===== src/assert_macros.svh =====
// Assertion helpers shared by the RTL modules.
// ASSERT_RST expects signals named clk and rst_n in the calling scope, ASSERT_ALWAYS only clk.
`ifndef ASSERT_MACROS_SVH
`define ASSERT_MACROS_SVH

// Checked at every rising edge outside reset.
`define ASSERT_RST(lbl, prop) \
    lbl: assert property (@(posedge clk) disable iff (!rst_n) (prop)) \
        else $error("assertion failed");

// Checked at every rising edge, reset included.
`define ASSERT_ALWAYS(lbl, prop) \
    lbl: assert property (@(posedge clk) (prop)) \
        else $error("assertion failed");

`endif


===== src/mtcg_pkg.sv =====
`default_nettype none
// ----------------------------------------------------------------------------
// mtcg_pkg
// Types and constants for the MIDI time code message generator.
// ----------------------------------------------------------------------------
package mtcg_pkg;

    // Register indexes on the configuration port
    localparam int unsigned CFG_INDEX_W = 2;
    localparam logic [CFG_INDEX_W-1:0] REG_RATE_CODE         = 2'd0;
    localparam logic [CFG_INDEX_W-1:0] REG_SAMPLES_PER_FRAME = 2'd1;

    localparam int unsigned CFG_DATA_W = 16;

    // Function codes of an input item
    localparam logic FUNC_FULL_FRAME    = 1'b0;
    localparam logic FUNC_QUARTER_FRAME = 1'b1;

    // Frame rate codes
    localparam logic [1:0] RATE_24      = 2'd0;
    localparam logic [1:0] RATE_25      = 2'd1;
    localparam logic [1:0] RATE_30_DROP = 2'd2;
    localparam logic [1:0] RATE_30      = 2'd3;

    // Reset values of the registers
    localparam logic [1:0]  RATE_CODE_RST         = RATE_25;
    localparam logic [15:0] SAMPLES_PER_FRAME_RST = 16'd1920;

    // MIDI bytes
    localparam logic [7:0] SYSEX_START    = 8'hF0;
    localparam logic [7:0] SYSEX_END      = 8'hF7;
    localparam logic [7:0] SYSEX_RT_ID    = 8'h7F;
    localparam logic [7:0] SYSEX_ALL_DEV  = 8'h7F;
    localparam logic [7:0] SYSEX_SUB_MTC  = 8'h01;
    localparam logic [7:0] SYSEX_FULL_MSG = 8'h01;
    localparam logic [7:0] QF_STATUS      = 8'hF1;

    // Last byte index of one item's output
    localparam logic [3:0] FULL_LAST_IDX = 4'd9;
    localparam logic [3:0] QF_LAST_IDX   = 4'd7;

    // Configuration seen by front and back
    typedef struct packed {
        logic [1:0]  rate_code;
        logic [15:0] samples_per_frame;
    } mtcg_cfg_t;

    // Work passed from the front to the back through the queue
    typedef struct packed {
        logic        quarter;   // 1: quarter-frame messages, 0: full-frame sysex
        logic        half;      // quarter-frame pieces 4..7 instead of 0..3
        logic [4:0]  hours;
        logic [5:0]  minutes;
        logic [5:0]  seconds;
        logic [4:0]  frames;
        logic [47:0] position;
    } mtcg_cmd_t;

endpackage
`default_nettype wire


===== src/mtcg_front.sv =====
`default_nettype none
// ----------------------------------------------------------------------------
// mtcg_front
// Accepts input items, keeps the quarter-frame piece state and the held
// timecode, and queues one command per item that produces output.
// ----------------------------------------------------------------------------
module mtcg_front (
    input  wire logic               clk,
    input  wire logic               rst_n,
    input  wire logic               in_valid,
    output logic                    in_stall,
    input  wire logic               func,
    input  wire logic [4:0]         hours,
    input  wire logic [5:0]         minutes,
    input  wire logic [5:0]         seconds,
    input  wire logic [4:0]         frames,
    input  wire logic [47:0]        position,
    input  wire mtcg_pkg::mtcg_cfg_t cfg,
    output logic                    push,
    output mtcg_pkg::mtcg_cmd_t     push_data,
    input  wire logic               queue_full
);
    import mtcg_pkg::*;

    logic       half_reg, half_next;
    logic [4:0] held_hours_reg, held_hours_next;
    logic [5:0] held_minutes_reg, held_minutes_next;
    logic [5:0] held_seconds_reg, held_seconds_next;
    logic [4:0] held_frames_reg, held_frames_next;
    logic       accept;
    logic       odd_skip;

    assign in_stall = queue_full;
    assign accept   = in_valid && !queue_full;
    // Odd frame at the first piece is skipped unless running at 25 fps
    assign odd_skip = !half_reg && (cfg.rate_code != RATE_25) && frames[0];

    always_comb
    begin
        half_next         = half_reg;
        held_hours_next   = held_hours_reg;
        held_minutes_next = held_minutes_reg;
        held_seconds_next = held_seconds_reg;
        held_frames_next  = held_frames_reg;
        push              = 1'b0;
        push_data.quarter  = func;
        push_data.half     = half_reg;
        push_data.hours    = hours;
        push_data.minutes  = minutes;
        push_data.seconds  = seconds;
        push_data.frames   = frames;
        push_data.position = position;
        if (accept)
        begin
            if (func == FUNC_FULL_FRAME)
            begin
                push = 1'b1;
            end
            else if (!odd_skip)
            begin
                push      = 1'b1;
                half_next = !half_reg;
                if (!half_reg)
                begin
                    held_hours_next   = hours;
                    held_minutes_next = minutes;
                    held_seconds_next = seconds;
                    held_frames_next  = frames;
                end
                else
                begin
                    push_data.hours   = held_hours_reg;
                    push_data.minutes = held_minutes_reg;
                    push_data.seconds = held_seconds_reg;
                    push_data.frames  = held_frames_reg;
                end
            end
        end
    end

    always_ff @(posedge clk or negedge rst_n)
    begin
        if (!rst_n)
        begin
            half_reg         <= 1'b0;
            held_hours_reg   <= '0;
            held_minutes_reg <= '0;
            held_seconds_reg <= '0;
            held_frames_reg  <= '0;
        end
        else
        begin
            half_reg         <= half_next;
            held_hours_reg   <= held_hours_next;
            held_minutes_reg <= held_minutes_next;
            held_seconds_reg <= held_seconds_next;
            held_frames_reg  <= held_frames_next;
        end
    end

endmodule
`default_nettype wire


===== src/mtcg_queue.sv =====
`default_nettype none
// ----------------------------------------------------------------------------
// mtcg_queue
// Small command queue between the front and the back.
// ----------------------------------------------------------------------------
`include "assert_macros.svh"
module mtcg_queue #(
    parameter int unsigned DEPTH = 2
) (
    input  wire logic               clk,
    input  wire logic               rst_n,
    input  wire logic               push,
    input  wire mtcg_pkg::mtcg_cmd_t push_data,
    input  wire logic               pop,
    output mtcg_pkg::mtcg_cmd_t     pop_data,
    output logic                    full,
    output logic                    empty
);
    import mtcg_pkg::*;

    localparam int unsigned PTR_W = (DEPTH > 1) ? $clog2(DEPTH) : 1;
    localparam int unsigned CNT_W = $clog2(DEPTH + 1);

    mtcg_cmd_t          entry_reg [DEPTH];
    logic [PTR_W-1:0]   wr_ptr_reg, wr_ptr_next;
    logic [PTR_W-1:0]   rd_ptr_reg, rd_ptr_next;
    logic [CNT_W-1:0]   count_reg, count_next;

    assign full     = (count_reg == CNT_W'(DEPTH));
    assign empty    = (count_reg == '0);
    assign pop_data = entry_reg[rd_ptr_reg];

    always_comb
    begin
        wr_ptr_next = wr_ptr_reg;
        rd_ptr_next = rd_ptr_reg;
        if (push)
            wr_ptr_next = (wr_ptr_reg == PTR_W'(DEPTH - 1)) ? '0 : wr_ptr_reg + 1'b1;
        if (pop)
            rd_ptr_next = (rd_ptr_reg == PTR_W'(DEPTH - 1)) ? '0 : rd_ptr_reg + 1'b1;
        count_next = count_reg + CNT_W'(push) - CNT_W'(pop);
    end

    always_ff @(posedge clk)
    begin
        if (push)
            entry_reg[wr_ptr_reg] <= push_data;
    end

    always_ff @(posedge clk or negedge rst_n)
    begin
        if (!rst_n)
        begin
            wr_ptr_reg <= '0;
            rd_ptr_reg <= '0;
            count_reg  <= '0;
        end
        else
        begin
            wr_ptr_reg <= wr_ptr_next;
            rd_ptr_reg <= rd_ptr_next;
            count_reg  <= count_next;
        end
    end

    `ASSERT_RST(a_count_bound, count_reg <= CNT_W'(DEPTH))
    `ASSERT_RST(a_no_overflow, full |-> !push)
    `ASSERT_RST(a_no_underflow, empty |-> !pop)
    `ASSERT_RST(a_count_track, (push && !pop && !full) |=> !empty)

endmodule
`default_nettype wire


===== src/mtcg_back.sv =====
`default_nettype none
// ----------------------------------------------------------------------------
// mtcg_back
// Walks one queued command byte by byte into the output register.
// ----------------------------------------------------------------------------
`include "assert_macros.svh"
module mtcg_back (
    input  wire logic               clk,
    input  wire logic               rst_n,
    input  wire mtcg_pkg::mtcg_cfg_t cfg,
    input  wire mtcg_pkg::mtcg_cmd_t cmd,
    input  wire logic               cmd_empty,
    output logic                    cmd_pop,
    output logic                    out_valid,
    input  wire logic               out_stall,
    output logic [7:0]              midi_byte,
    output logic [47:0]             stamp,
    output logic                    message_end,
    output logic                    last
);
    import mtcg_pkg::*;

    logic [3:0]  idx_reg, idx_next;
    logic        out_valid_reg, out_valid_next;
    logic [7:0]  byte_reg;
    logic [47:0] stamp_reg;
    logic        mend_reg;
    logic        last_reg;

    logic        advance;
    logic        fire;
    logic        is_last;
    logic [6:0]  hr_code;
    logic [2:0]  piece;
    logic [1:0]  msg_num;
    logic [17:0] off_prod;
    logic [7:0]  byte_cur;
    logic [47:0] stamp_cur;
    logic        mend_cur;

    assign advance = !out_valid_reg || !out_stall;
    assign fire    = advance && !cmd_empty;
    assign is_last = cmd.quarter ? (idx_reg == QF_LAST_IDX) : (idx_reg == FULL_LAST_IDX);
    assign cmd_pop = fire && is_last;
    assign hr_code = {cfg.rate_code, cmd.hours};
    assign msg_num = idx_reg[2:1];
    assign piece   = {cmd.half, msg_num};

    // i * samples_per_frame for message i in 0..3, then floor divide by 4
    assign off_prod = ({2'b00, cfg.samples_per_frame} & {18{msg_num[0]}})
                    + ({1'b0, cfg.samples_per_frame, 1'b0} & {18{msg_num[1]}});

    always_comb
    begin
        byte_cur  = SYSEX_END;
        stamp_cur = cmd.position;
        mend_cur  = is_last;
        if (cmd.quarter)
        begin
            stamp_cur = cmd.position + {32'd0, off_prod[17:2]};
            mend_cur  = idx_reg[0];
            if (!idx_reg[0])
                byte_cur = QF_STATUS;
            else
            begin
                case (piece)
                    3'd0:    byte_cur = {1'b0, piece, cmd.frames[3:0]};
                    3'd1:    byte_cur = {1'b0, piece, 3'b000, cmd.frames[4]};
                    3'd2:    byte_cur = {1'b0, piece, cmd.seconds[3:0]};
                    3'd3:    byte_cur = {1'b0, piece, 2'b00, cmd.seconds[5:4]};
                    3'd4:    byte_cur = {1'b0, piece, cmd.minutes[3:0]};
                    3'd5:    byte_cur = {1'b0, piece, 2'b00, cmd.minutes[5:4]};
                    3'd6:    byte_cur = {1'b0, piece, hr_code[3:0]};
                    default: byte_cur = {1'b0, piece, 1'b0, hr_code[6:4]};
                endcase
            end
        end
        else
        begin
            case (idx_reg)
                4'd0:    byte_cur = SYSEX_START;
                4'd1:    byte_cur = SYSEX_RT_ID;
                4'd2:    byte_cur = SYSEX_ALL_DEV;
                4'd3:    byte_cur = SYSEX_SUB_MTC;
                4'd4:    byte_cur = SYSEX_FULL_MSG;
                4'd5:    byte_cur = {1'b0, hr_code};
                4'd6:    byte_cur = {2'b00, cmd.minutes};
                4'd7:    byte_cur = {2'b00, cmd.seconds};
                4'd8:    byte_cur = {3'b000, cmd.frames};
                default: byte_cur = SYSEX_END;
            endcase
        end
    end

    always_comb
    begin
        idx_next       = idx_reg;
        out_valid_next = out_valid_reg;
        if (fire)
            idx_next = is_last ? 4'd0 : idx_reg + 4'd1;
        if (advance)
            out_valid_next = fire;
    end

    always_ff @(posedge clk or negedge rst_n)
    begin
        if (!rst_n)
        begin
            idx_reg       <= '0;
            out_valid_reg <= 1'b0;
        end
        else
        begin
            idx_reg       <= idx_next;
            out_valid_reg <= out_valid_next;
        end
    end

    always_ff @(posedge clk)
    begin
        if (fire)
        begin
            byte_reg  <= byte_cur;
            stamp_reg <= stamp_cur;
            mend_reg  <= mend_cur;
            last_reg  <= is_last;
        end
    end

    assign out_valid   = out_valid_reg;
    assign midi_byte   = byte_reg;
    assign stamp       = stamp_reg;
    assign message_end = mend_reg;
    assign last        = last_reg;

    `ASSERT_RST(a_idx_bound, idx_reg <= FULL_LAST_IDX)
    `ASSERT_RST(a_last_ends_msg, (out_valid_reg && last_reg) |-> mend_reg)
    `ASSERT_RST(a_qf_data_byte, (out_valid_reg && mend_reg && !last_reg) |-> !byte_reg[7])
    `ASSERT_RST(a_pop_restarts, cmd_pop |=> (idx_reg == 4'd0))

endmodule
`default_nettype wire


===== src/midi_timecode_message_generator_unit.sv =====
`default_nettype none
// ----------------------------------------------------------------------------
// midi_timecode_message_generator_unit
// Turns timecode frame items into MIDI full-frame or quarter-frame bytes.
// ----------------------------------------------------------------------------
// Output: the first byte of an item is registered after the item passes
//   through the queue, once the output register is empty or being taken.
// Throughput: one byte per cycle from the output sequencer while out_stall is
//   low; a full-frame item gives 10 bytes, a quarter-frame item 8, a skipped odd frame none.
// Reset: rst_n clears the piece index, held timecode, queue and output valid;
//   rate_code returns to 1 (25 fps) and samples_per_frame to 1920.
// ----------------------------------------------------------------------------
module midi_timecode_message_generator_unit #(
    parameter int unsigned QUEUE_DEPTH = 2    // commands buffered between stages
) (
    input  wire logic                              clk,
    input  wire logic                              rst_n,
    // input channel
    input  wire logic                              in_valid,
    output logic                                   in_stall,
    input  wire logic                              func,
    input  wire logic [4:0]                        hours,
    input  wire logic [5:0]                        minutes,
    input  wire logic [5:0]                        seconds,
    input  wire logic [4:0]                        frames,
    input  wire logic [47:0]                       position,
    // output channel
    output logic                                   out_valid,
    input  wire logic                              out_stall,
    output logic [7:0]                             midi_byte,
    output logic [47:0]                            stamp,
    output logic                                   message_end,
    output logic                                   last,
    // configuration write channel
    input  wire logic                              cfg_valid,
    output logic                                   cfg_ready,
    input  wire logic [mtcg_pkg::CFG_INDEX_W-1:0]  cfg_index,
    input  wire logic [mtcg_pkg::CFG_DATA_W-1:0]   cfg_data
);
    import mtcg_pkg::*;

    // Configuration registers. Writes are always taken; an unknown index
    // is dropped. Software only writes while the block is idle; the block does not enforce it.
    logic [1:0]  rate_code_reg, rate_code_next;
    logic [15:0] spf_reg, spf_next;
    mtcg_cfg_t   cfg;

    // Front-to-back command path
    logic       push;
    mtcg_cmd_t  push_data;
    logic       pop;
    mtcg_cmd_t  head;
    logic       queue_full;
    logic       queue_empty;

    assign cfg_ready = 1'b1;

    always_comb
    begin
        rate_code_next = rate_code_reg;
        spf_next       = spf_reg;
        if (cfg_valid && cfg_ready)
        begin
            case (cfg_index)
                REG_RATE_CODE:         rate_code_next = cfg_data[1:0];
                REG_SAMPLES_PER_FRAME: spf_next       = cfg_data;
                default:               ;
            endcase
        end
    end

    always_ff @(posedge clk or negedge rst_n)
    begin
        if (!rst_n)
        begin
            rate_code_reg <= RATE_CODE_RST;
            spf_reg       <= SAMPLES_PER_FRAME_RST;
        end
        else
        begin
            rate_code_reg <= rate_code_next;
            spf_reg       <= spf_next;
        end
    end

    assign cfg.rate_code         = rate_code_reg;
    assign cfg.samples_per_frame = spf_reg;

    // Front: takes every item while the queue has room, tracks which half
    // of the eight quarter-frame pieces is next, latches the timecode at the
    // first half and drops odd frames there at non-25 rates.
    mtcg_front u_front (
        .clk        (clk),
        .rst_n      (rst_n),
        .in_valid   (in_valid),
        .in_stall   (in_stall),
        .func       (func),
        .hours      (hours),
        .minutes    (minutes),
        .seconds    (seconds),
        .frames     (frames),
        .position   (position),
        .cfg        (cfg),
        .push       (push),
        .push_data  (push_data),
        .queue_full (queue_full)
    );

    // Queue: lets the input keep flowing while the back end sends bytes
    mtcg_queue #(
        .DEPTH (QUEUE_DEPTH)
    ) u_queue (
        .clk       (clk),
        .rst_n     (rst_n),
        .push      (push),
        .push_data (push_data),
        .pop       (pop),
        .pop_data  (head),
        .full      (queue_full),
        .empty     (queue_empty)
    );

    // Back: byte sequencer with a registered output stage; it moves on
    // whenever the output register is empty or being taken.
    mtcg_back u_back (
        .clk         (clk),
        .rst_n       (rst_n),
        .cfg         (cfg),
        .cmd         (head),
        .cmd_empty   (queue_empty),
        .cmd_pop     (pop),
        .out_valid   (out_valid),
        .out_stall   (out_stall),
        .midi_byte   (midi_byte),
        .stamp       (stamp),
        .message_end (message_end),
        .last        (last)
    );

endmodule
`default_nettype wire

===== config.mk =====
export PLATFORM = sky130hd
export DESIGN_NAME = midi_timecode_message_generator_unit
export DESIGN_NICKNAME = d
export VERILOG_FILES = /design/src/mtcg_pkg.sv /design/src/mtcg_front.sv /design/src/mtcg_queue.sv /design/src/mtcg_back.sv /design/src/midi_timecode_message_generator_unit.sv
export VERILOG_INCLUDE_DIRS = /design/src /design/src/src
export SDC_FILE = /design/constraint.sdc
export NUM_CORES = 1
export LEC_CHECK = 0
export BUFFER_PORTS_ARGS = -buffer_cell sky130_fd_sc_hd__buf_2
export CORE_MARGIN = 2
export CORE_UTILIZATION = 53
export DETAILED_ROUTE_END_ITERATION = 16
export GPL_TIMING_DRIVEN = 0
export HOLD_SLACK_MARGIN = 0.06
export PLACE_DENSITY = 0.76
export SLEW_MARGIN = 15
export SYNTH_ARGS = -nofsm -noshare
export SYNTH_HDL_FRONTEND = slang
export SYNTH_SLANG_ARGS = --single-unit

===== constraint.sdc =====
create_clock -name clk -period 5 [get_ports clk]
set_input_delay 1 -clock clk [delete_from_list [all_inputs] [get_ports clk]]
set_output_delay 1 -clock clk [all_outputs]
set_load 0.02 [all_outputs]

Word level (Yosys, flattened, before mapping):

Memories as Yosys holds them, arrays and structs flattened.
Cells that the tools add are included.

* register bits after elaboration: 108
* memory bits (writable): 144
* input bits: 94
* output and inout bits: 61
* word-level logic and storage cells: 86
* memories: 1

* add/subtract/negate cells: 7
* equality and inequality tests: 18
* muxes and demuxes: 19
* bitwise operators: 4
* reductions and logical operators: 21

Memory list
* u_queue.entry_reg: depth 2, bits a word 72, read ports 1, clocked after Yosys merged registers in 0, write ports 1, line mtcg_queue.sv:24 `mtcg_cmd_t entry_reg [DEPTH];`

Operators with widths (count)
* 2-to-1 mux 22 bit: 4
* one-hot mux 8 bit (7 select lines): 1
* adder 48 x 16 -> 48 bit: 1
* 2-to-1 mux 48 bit: 1
* one-hot mux 4 bit (7 select lines): 1
* adder 18 bit: 1
* AND 16 x 18 -> 18 bit: 1
* AND 17 x 18 -> 18 bit: 1
* equality test 4 x 3 -> 1 bit, second input constant: 4
* 2-to-1 mux 8 bit: 2
* equality test 3 bit, second input constant: 3
* 2-to-1 mux 1 bit: 9
* equality test 4 x 2 -> 1 bit, second input constant: 2
* equality test 4 bit, second input constant: 2
* equality test 3 x 2 -> 1 bit, second input constant: 2
* logical AND 1 bit: 5
* zero test 1 bit: 5
* adder 4 x 1 -> 4 bit, second input constant: 1
* equality test 4 x 1 -> 1 bit, second input constant: 1
* zero test 2 bit: 2
* zero test 4 bit: 1
* 2-to-1 mux 4 bit: 1
* AND reduction 2 bit: 2
* AND reduction 4 bit: 1
* other kinds (12): 15

Longest topological paths before layout:

* depth after elaboration: 8
* gate-level depth with buffers: 23
* depth with buffers taken out: 18

Modules after synthesis:

From an unflattened synthesis, not the netlist that was laid out.

* cell total of the unflattened synthesis: 989
* area total of the unflattened synthesis: 13479.2 um^2

Modules (own cells, without submodules)
* mtcg_queue: instances 1, cells an instance 239, area each 5741.8 um^2, seq. area each 4424.2 um^2
* mtcg_back: instances 1, cells an instance 580, area each 5424.0 um^2, seq. area each 1866.8 um^2
* mtcg_front: instances 1, cells an instance 129, area each 1566.5 um^2, seq. area each 575.6 um^2
* midi_timecode_message_generator_unit: instances 1, cells an instance 41, area each 747.0 um^2, seq. area each 456.7 um^2

Least setup slack after synthesis:

Ideal clock, no wire load.

* path type: input-to-reg
* start: input frames[0]
* end: memory u_queue.entry_reg[0][0] (netlist name) (enable)
* setup time: 0.511 ns
* arrival time: 4.645 ns
* data required time: 4.489 ns
* slack: -0.156 ns
* stages: 3
* path buffers: 0
* cells stage by stage: nor3b_1 a21oi_1 nor2b_1

* cells in the longest elaborated chain, start to end: 6

Ends and longest elaborated chain
* start, declared: line midi_timecode_message_generator_unit.sv:25 `input wire logic [4:0] frames,`
* logical AND 1 bit: line mtcg_front.sv:36 `assign odd_skip = !half_reg && (cfg.rate_code != RATE_25) && frames[0];`
* 2-to-1 mux 1 bit: line mtcg_front.sv:59 `else if (!odd_skip)`
* 2-to-1 mux 1 bit: line mtcg_front.sv:55 `if (func == FUNC_FULL_FRAME)`
* 2-to-1 mux 1 bit: line mtcg_front.sv:53 `if (accept)`
* named net push: line midi_timecode_message_generator_unit.sv:49 `logic push;`
* 2-to-1 mux 1 bit: line mtcg_queue.sv:46 `if (push)`
* 2-to-1 mux 1 bit (not written as such): line mtcg_queue.sv:47 `entry_reg[wr_ptr_reg] <= push_data;`
* end, declared: line mtcg_queue.sv:24

The timed path passes the listed nets, and every way through them passes these cells.

Worst setup path after layout:

* start: register u_back.idx_reg[2]
* end: register u_back.stamp_reg[43] (netlist: u_back.stamp[43]), data pin

* cells in the longest elaborated chain, start to end: 4

Ends and longest elaborated chain
* start, declared: line mtcg_back.sv:23 `logic [3:0] idx_reg, idx_next;`
* start signal, assigned: line mtcg_back.sv:114 `idx_reg <= idx_next;`
* AND 17 x 18 -> 18 bit: line mtcg_back.sv:51 `+ ({1'b0, cfg.samples_per_frame, 1'b0} & {18{msg_num[1]}});`
* adder 18 bit: line mtcg_back.sv:51
* adder 48 x 16 -> 48 bit: line mtcg_back.sv:60 `stamp_cur = cmd.position + {32'd0, off_prod[17:2]};`
* 2-to-1 mux 48 bit: line mtcg_back.sv:58 `if (cmd.quarter)`
* named net u_back.stamp_cur[43]: line mtcg_back.sv:38 `logic [47:0] stamp_cur;`
* end signal, assigned: line mtcg_back.sv:124 `stamp_reg <= stamp_cur;`
* end, declared: line mtcg_back.sv:26 `logic [47:0] stamp_reg;`

The timed path passes the listed nets, and every way through them passes these cells.
A chain may end at the register's enable or synchronous reset.

==> flow_summary.toml <==
[status]
outcome = "completed"

[power_and_ir_drop]
irDropWorstVdd_mv = 0.419
p_total_mw = 9.81
cellLeakagePower_nw = 5.77
power.density_nw_per_um2 = 655

[timing]
fin_ws_ns = 0.268
skew_ns = 0.0181
tns_ns = 0
max_freq_mhz = 211
finalCriticalPeriod_ns = 4.73
final_hold_viol_count = 0
report.final.slew_viol_count = 0
fin_hold_ws_ns = 0.502
worst_pin_slew_ns = 0.713
finalCritPeriodShare_pct = 94.6
setup_viol = 0
max-slew-margin-rel_pct = 52.5

[routing]
avgViaCountPerCell = 5.67
drtPass1Iterations = 5
ant_nets = 0
routed_wl_um = 29200
wl_per_cell_um = 19.5
drtIter0Drc = 553
vias = 8520
drc = 0

[synthesis]
netlist-cell-type-count = 72
avgSynthCellArea_um2 = 13.0
syn_area_um2 = 12600
ys_ff_latch = 252
synth_edf_count = 202
seq_area_frac_synth_pct = 58.0
synth_fp_nets = 1102
ys.flop_type = "edfxtp_1"
synthArstFlopShare_pct = 19.8
netlist_instances = 969
yosysWarningCount = 0

[final_layout]
drive_above_1_share_pct = 30.1
fillCellCount = 1783
final_cell_area_um2 = 15000
final_common_cell = "edfxtp_1"
syn_to_final_growth_pct = 18.5
final_util_pct = 64.0
nets = 1293
final_cell_mix = "edfxtp_1, buf_2, mux2_2, a21oi_1, nand2_1"
fin_cells = 1502
largest_reg_flops = 144

[worst_hold_path]
timing.hold.worst.start = "u_front.held_seconds_reg[5]"
holdPathEnd = "u_front.held_seconds_reg[5]"
hp-class = "reg2reg"
holdPathStages = 1

[setup_path]
cp_max_fo = 19
r2r-end = "u_back.stamp[43]"
rrSetupSlack_ns = 0.27
reg2reg_depth = 21
startpoint_type = "flip-flop"
endpoint_kind = "flip-flop"
arrival_ns = 5.02
cp.required_ns = 5.29
crit-reg2reg-launch = "u_back.idx_reg[2]"
crit_path_start = "u_back.idx_reg[2]"
critPathKind = "reg2reg"

[floorplanning]
boundaryPins = 155
dieArea_um2 = 25100
row_count = 56
die_y_um = 158
fp.dieW_um = 158
core_um2 = 23400
initial_utilization_pct = 54.0

[clock_network]
cts_made_buffers = 27
cts_tree = "yes"
cts.htree.levels = 1
clk_latency_ns = 0.55
hold_buffers = 0
root_buffer = "clkbuf_16"
clk_pin_slew_ns = 0.06
cts_sinks = 252
clock_path_buffers = 3

[placement]
dp.cells = 1446
placed_area_um2 = 13900
dp_hpwl_um = 21000
numPortBuffers = 153
dp_slack_ns = -0.815
gp_congestion = 0.914

[global_route]
track_usage_pct = 23.1
grt_max_degree = 62
overflow = 0
antenna_found_initial = 2
first_global_vias = 8351
grt_pass1_wl_um = 44500

[flow_run]
maxCapViolations = 0
-- final cells by class --
cell class                 instances  area, µm²  area share, %
clock buffer                      33        749           5.01
timing repair buffer             164        928           6.20
antenna                            2       5.00         0.0334
sequential                       252       7330           48.9
multi-input combinational        657       5130           34.2
clock inverter                    17        148          0.986
tap                              319        399           2.67
inverter                          21       81.3          0.543
buffer                            37        209           1.40
-- per-layer routing --
metal | part of all wire, % | up-vias | routed length, µm | global-route usage (%)
met5 | 0 | - | 0 | 0
met4 | 2.8 | 0 | 822 | 7.29
met3 | 6.7 | 61 | 1950 | 3.35
met2 | 49 | 305 | 14200 | 39.2
met1 | 42 | 4097 | 12200 | 30.9
li1 | - | 4057 | - | -
-- worst max-delay path, cell delays in order, from the launching register on --
cell	delay (ns)
dfrtp_2	0.45
buf_4	0.22
buf_2	0.18
and2_1	0.14
ha_2	0.21
nor3_2	0.20
o2111ai_2	0.20
a31oi_2	0.26
a21oi_1	0.12
a21o_1	0.19
a21oi_1	0.17
xor2_1	0.24
ha_1	0.27
buf_2	0.16
a21o_1	0.18
a21oi_1	0.28
o2111ai_1	0.22
a21oi_4	0.28
or3b_1	0.17
buf_6	0.13
nor4_4	0.05
xnor2_1	0.14
-- power breakdown --
group | internal (mW) | total (mW) | switching (mW)
combinational | 1.71 | 4.42 | 2.70
clock | 1.17 | 1.98 | 0.812
sequential | 3.14 | 3.41 | 0.277
-- kinds of logic (layout without fill, tap and decap cells) --
| group | count (synthesis) | after routing | share of synthesized area [%] |
|---|---|---|---|
| AO/OA/AOI/OAI | 180 | 180 | 9.20 |
| XOR/XNOR | 61 | 61 | 4.23 |
| adder cells (fa/ha/maj) | 39 | 39 | 3.98 |
| buffers and inverters | 60 | 272 | 2.24 |
| flip-flops | 252 | 252 | 58.0 |
| multiplexers | 136 | 136 | 11.9 |
| other | 1 | 3 | 0.0297 |
| AND/OR/NAND/NOR | 240 | 240 | 10.4 |
-- cell usage after synthesis, types with 5 or more instances --
master | count | share of area (%)
or3_1 | 6 | 0.30
mux2i_1 | 49 | 3.9
dfrtp_1 | 45 | 8.9
inv_1 | 20 | 0.59
nand3_1 | 24 | 0.95
o21ai_0 | 20 | 0.79
and2_1 | 30 | 1.5
o21ai_1 | 5 | 0.20
o211ai_1 | 7 | 0.42
nor3_1 | 15 | 0.59
a31oi_1 | 7 | 0.35
mux2_2 | 84 | 7.5
a32oi_1 | 8 | 0.55
ha_1 | 37 | 3.7
and3_1 | 6 | 0.30
xnor2_1 | 36 | 2.5
xor2_1 | 25 | 1.7
a211oi_1 | 8 | 0.48
nor2b_1 | 24 | 1.2
a32o_1 | 5 | 0.40
nand4_1 | 6 | 0.30
a21o_1 | 11 | 0.65
buf_1 | 5 | 0.15
clkbuf_1 | 16 | 0.48
edfxtp_1 | 202 | 48
nand3b_1 | 5 | 0.30
nor2_1 | 37 | 1.1
a21oi_1 | 61 | 2.4
nand2_1 | 57 | 1.7
dfstp_2 | 5 | 1.0
o22ai_1 | 15 | 0.74
buf_2 | 12 | 0.48
o21bai_1 | 5 | 0.30
o31ai_1 | 5 | 0.30
-- repair_timing --
item	CTS	global route
pin swaps	1	10
buffers inserted	0	6
endpoints found under the setup margin	34	31
resized for setup	14	20
-- worst max path at each step --
stage | endpoint | cells past startpoint
3_5_place_dp | u_back.stamp[42] | 20
4_1_cts | u_back.stamp[43] | 21
6_report | u_back.stamp[43] | 21
5_1_grt | u_back.stamp[43] | 21
2_1_floorplan | u_back.stamp[43] | 23
3_3_place_gp | u_back.stamp[42] | 20
Note: power is estimated with default switching activity, not from simulation.
